[config.mk]
export PLATFORM = sky130hd
export DESIGN_NAME = stls_ctrl
export DESIGN_NICKNAME = d
export VERILOG_FILES = /design/src/rtl/core/stls_pkg.sv /design/src/rtl/core/stls_ctrl.sv
export SDC_FILE = /design/constraint.sdc
export NUM_CORES = 1
export LEC_CHECK = 0
export BUFFER_PORTS_ARGS = -buffer_cell sky130_fd_sc_hd__buf_2
export CORE_AREA = 2 2 39 41
export CTS_CLUSTER_DIAMETER = 80
export CTS_CLUSTER_SIZE = 40
export DETAILED_ROUTE_END_ITERATION = 10
export DIE_AREA = 0 0 41 43
export HOLD_SLACK_MARGIN = 0.08
export PLACE_DENSITY = 0.41
export SETUP_SLACK_MARGIN = 0.15
export SYNTH_ARGS = -nofsm -noshare
export SYNTH_HDL_FRONTEND = slang
export SYNTH_SLANG_ARGS = --single-unit
[constraint.sdc]
create_clock -name clk_i -period 2.2 [get_ports clk_i]
set_input_delay 0.22 -clock clk_i [delete_from_list [all_inputs] [get_ports clk_i]]
set_output_delay 0.22 -clock clk_i [all_outputs]
set_load 0.01 [all_outputs]
[src/rtl/core/stls_pkg.sv]
// Shared types, constants and helpers for the symbol table lookup/store unit.
// Used by stls_ctrl, stls_dp and symbol_table_lookup_store_unit; no dependencies.
package stls_pkg;

  localparam int unsigned OPCODE_W = 2;
  localparam int unsigned KEY_W    = 64;
  localparam int unsigned VALUE_W  = 64;
  localparam int unsigned INDEX_W  = 6;

  // Request opcodes. The unused code behaves as a lookup.
  localparam logic [OPCODE_W-1:0] OP_LOOKUP = 2'd0;
  localparam logic [OPCODE_W-1:0] OP_STORE  = 2'd1;
  localparam logic [OPCODE_W-1:0] OP_RECALL = 2'd2;

  typedef enum logic [1:0] {
    ST_IDLE,
    ST_SCAN,
    ST_UPDATE,
    ST_RESULT
  } stls_state_e;

  // Commands from the controller to the datapath.
  typedef struct packed {
    logic capture;
    logic scan;
    logic update;
  } stls_cmd_t;

  // Status from the datapath back to the controller.
  typedef struct packed {
    logic hit;
    logic miss_done;
  } stls_stat_t;

  // Keep bytes up to the first zero byte and at most max_chars of them.
  function automatic logic [KEY_W-1:0] norm_name(input logic [KEY_W-1:0] key,
                                                input int unsigned max_chars);
    logic [KEY_W-1:0] kept;
    logic             ended;
    kept  = '0;
    ended = 1'b0;
    for (int unsigned b = 0; b < 8; b++) begin
      if (b >= max_chars || key[8*b +: 8] == 8'h00) begin
        ended = 1'b1;
      end
      if (!ended) begin
        kept[8*b +: 8] = key[8*b +: 8];
      end
    end
    return kept;
  endfunction

endpackage

[src/rtl/core/stls_ctrl.sv]
// Controller state machine of the symbol table unit.
// Depends on stls_pkg for the state enum and the command/status structs.
module stls_ctrl (
  input  logic                  clk_i,
  input  logic                  rst_ni,
  input  logic                  start,
  input  stls_pkg::stls_stat_t  stat_i,
  output stls_pkg::stls_cmd_t   cmd_o,
  output logic                  busy,
  output logic                  done_o
);

  stls_pkg::stls_state_e state_q, state_d;

  always_ff @(posedge clk_i or negedge rst_ni) begin
    if (!rst_ni) begin
      state_q <= stls_pkg::ST_IDLE;
    end else begin
      state_q <= state_d;
    end
  end

  always_comb begin
    state_d = state_q;
    unique case (state_q)
      stls_pkg::ST_IDLE: begin
        if (start) begin
          state_d = stls_pkg::ST_SCAN;
        end
      end
      stls_pkg::ST_SCAN: begin
        if (stat_i.hit || stat_i.miss_done) begin
          state_d = stls_pkg::ST_UPDATE;
        end
      end
      stls_pkg::ST_UPDATE: state_d = stls_pkg::ST_RESULT;
      stls_pkg::ST_RESULT: state_d = stls_pkg::ST_IDLE;
      default:             state_d = stls_pkg::ST_IDLE;
    endcase
  end

  always_comb begin
    cmd_o.capture = (state_q == stls_pkg::ST_IDLE) && start;
    cmd_o.scan    = (state_q == stls_pkg::ST_SCAN);
    cmd_o.update  = (state_q == stls_pkg::ST_UPDATE);
    busy          = (state_q != stls_pkg::ST_IDLE);
    done_o        = (state_q == stls_pkg::ST_RESULT);
  end

endmodule

==> results list <==
- Bufs on Longest Clock Path: 2
* Worst slew pin tran: 0.1513 ns
* Most frequent cells in the layout: buf_2 (9), ha_1 (5), clkbuf_4 (3), inv_1 (2), dfrtp_1 (2)
* Worst Path Arrival: 1.21 ns
- Averaged over all synthesized cells, the footprint is 11.34 um^2.
- The area growth from synthesis to layout is 53.79%.
- The number of nets in the synthesized netlist is 26.
* First-pass GRT wire length: 648 um
* Total I/O pin count: 10
* Antenna diodes: 0
- The via count of the first global-routing pass was 172.
* Peak ir drop on the vdd network: 0.4137 mV
- Total wire length: 386 um
- Buffers inserted to repair hold after CTS numbered 1.
* Shortest clock period the worst path allows after layout: 1.431 ns
- Dividing the detail-routed via count by the number of cells gives 3.444.
- Max-slew violations: 0
* Internal power contribution: 0.2333 mW
* GP Congestion: 0.6272
* Number of buffers created by CTS: 3
- CP delay by family, top: flip-flops
* DRC Markers: 0
- TritonCTS clock tree: done
* Synthesized cell area: 181.4 um^2
- In this run the clock root is driven by a clkbuf_4.
- # rows: 14
- Derived from the worst setup path, the maximum achievable clock frequency is 0.6986 GHz.
- H-tree levels: 1
- Leading registers by flop count: state_q (2)
* Final clock period utilization by the worst path: 0.6506
- Router iterations before antenna repair: 1
* CP peak stage delay: 0.36 ns
- Crit-path cells: inv_1 -> ha_1 -> and2_2 -> buf_2
- In the final routed layout, each cell accounts on average for 8.578 um.
* Sequential cell area fraction in the yosys report: 0.2759
- Critical path buffers and inverters: 2
- Commonest non-fill, non-tap cell in the layout: buf_2
* CP Launch Type: register
- With fillers left out, the area of the finished cells amounts to 279.0 um^2.
- Synthesis inferred 2 register bits.
- For the worst setup path, the data required time is 1.98 ns.
* Count of routing violations after the opening detailed-route iteration: 0
* Worst setup path category: register to output pin
- The clock drives 2 sinks.
* Net Sw Frac: 0.3984
- Number of antenna violations at the first check in global routing: 0
- Unrepaired setup endpoints after global routing: no
* Warning count from the yosys run: 0
* Distinct cell type count of the synthesized netlist: 10
- Sw Pwr: 0.1545 mW
- Of the total power, registers draw 0.198.
- Worst clock skew: 0.0001846 ns
* Buffers inserted during post-CTS setup optimization: 0
- In this run, post-CTS repair resized a total of 0 instances.
* GRT Overall Usage: 0.05930
- The slowest stage of the critical path is the dfrtp_1 cell.
- At the later pin of the worst-skew pair, clock insertion delay measures 0.22 ns.
- In this run the remaining antenna-violating nets after routing total 0.
- Most flops, register: state_q
- After global routing the overflow that remains totals 0.
- Power per standard cell area: 1390 nW/um^2
- The worst setup path is captured at an output pin.
* Via count of the routed design: 155
- Synthesis handed over a netlist of 16 instances.
* Number of failing setup endpoints in the final timing report: 0
- Number of buffers inserted by port buffering: 9
- Summing all placed instances gives a cell area of 246.5 um^2.
- After floorplanning, the core was sized to cover 1384 um^2.
* Initial standard-cell utilization of the core: 0.1311
- Die area: 1763 um^2
* Reported max-cap violation count: 0
- Post-detail-place hpwl: 300.1 um
- Pin count of the biggest net entering global routing: 5
* Worst-path clk slew: 0.03 ns
- In the final layout, the share of cells above drive strength 1 is 0.5862.
- The run finished with clean final reports.
* Net count reported at finish: 41
- In this run the worst path has a maximum fanout of 4.
- Min-Delay Path Class: input pin to asynchronous set/reset pin
- Vertical extent of the die: 43 um
- Static power due to leakage: 0.1602 nW
- Setup TNS Final: 0 ns
* Number of flip-flops under the largest register name: 2
- Clk pwr share: 0.209
- Of the total power, combinational logic draws 0.593.
* X dimension of the die: 41 um
* Relative slew margins: 0.8962
- Total count of hold-check failures in the final report: 0
stage by stage:
step                std cells  total power [mW]  hold WS [ns]  setup WS [ns]  utilization
global placement           41            0.2972      0.003945         0.8487       0.1781
detailed placement         41            0.3116      0.007815         0.7971       0.1781
finish                     45            0.3877        0.3101         0.7686       0.2016
CTS                        45            0.4040        0.2961         0.7430       0.2016
floorplan                  16            0.2406      -0.07559         0.8686            -
global route               45            0.4414        0.3146         0.6647       0.2016
power groups by stage:
stage	Combinational [mW]	Clock, mW	Sequential (mW)
after floorplan	0.168	0	0.0727
after global placement	0.221	0	0.0757
after detailed placement	0.233	0	0.0781
after CTS	0.239	0.0881	0.0773
after global routing	0.270	0.0909	0.0807
final	0.230	0.0811	0.0768
routing by layer:
metal / up-vias / GRT usage / share of wire
li1: 77 / - / -
met1: 68 / 0.06129 / 0.44
met2: 10 / 0.08438 / 0.43
met3: 0 / 0.005236 / 0.13
met4: 0 / 0.08000 / 0
met5: - / 0 / 0
final cells by class:
cell class	instances	area, um^2
Fill cell	152	1105
Multi-Input combinational cell	11	120.1
Timing Repair Buffer	10	55.05
Sequential cell	2	50.05
Clock buffer	3	22.52
Tap cell	16	20.02
Inverter	3	11.26
final timing paths:
| path | start | end | slack, ns | cells after the start |
|---|---|---|---|---|
| max reg2reg | state_q[0]$_DFFE_PN0P_ | state_q[1]$_DFFE_PN0P_ | 0.81 | 5 |
| max in group asynchronous | rst_ni | state_q[0]$_DFFE_PN0P_ | 1.80 | 2 |
| min in group clk_i | start | state_q[0]$_DFFE_PN0P_ | 0.43 | 3 |
| max | state_q[0]$_DFFE_PN0P_ | cmd_o[2] | 0.77 | 4 |
| min reg2reg | state_q[1]$_DFFE_PN0P_ | state_q[1]$_DFFE_PN0P_ | 0.58 | 1 |
| min | rst_ni | state_q[1]$_DFFE_PN0P_ | 0.31 | 2 |
synth_stat cells:
cell	n	area share
nor2_1	1	0.021
mux2i_1	1	0.055
a2bb2oi_2	1	0.083
inv_2	1	0.021
inv_1	2	0.041
mux2_4	1	0.083
and2_2	1	0.041
nor2_2	1	0.035
ha_1	5	0.34
dfrtp_1	2	0.28
worst register-to-register path: stages, from the launching register on:
cell and delay, ns:
dfrtp_1 0.36, inv_1 0.10, ha_1 0.23, inv_2 0.07, a2bb2oi_2 0.19, mux2_4 0.32
cells by family after synthesis:
kind of cell	synth area share
compound gates	0.08273
fa+ha+maj	0.3448
buf+inv	0.06206
flops	0.2759
mux	0.1379
simple gates	0.09657
Power figures use the tool's default switching activity.
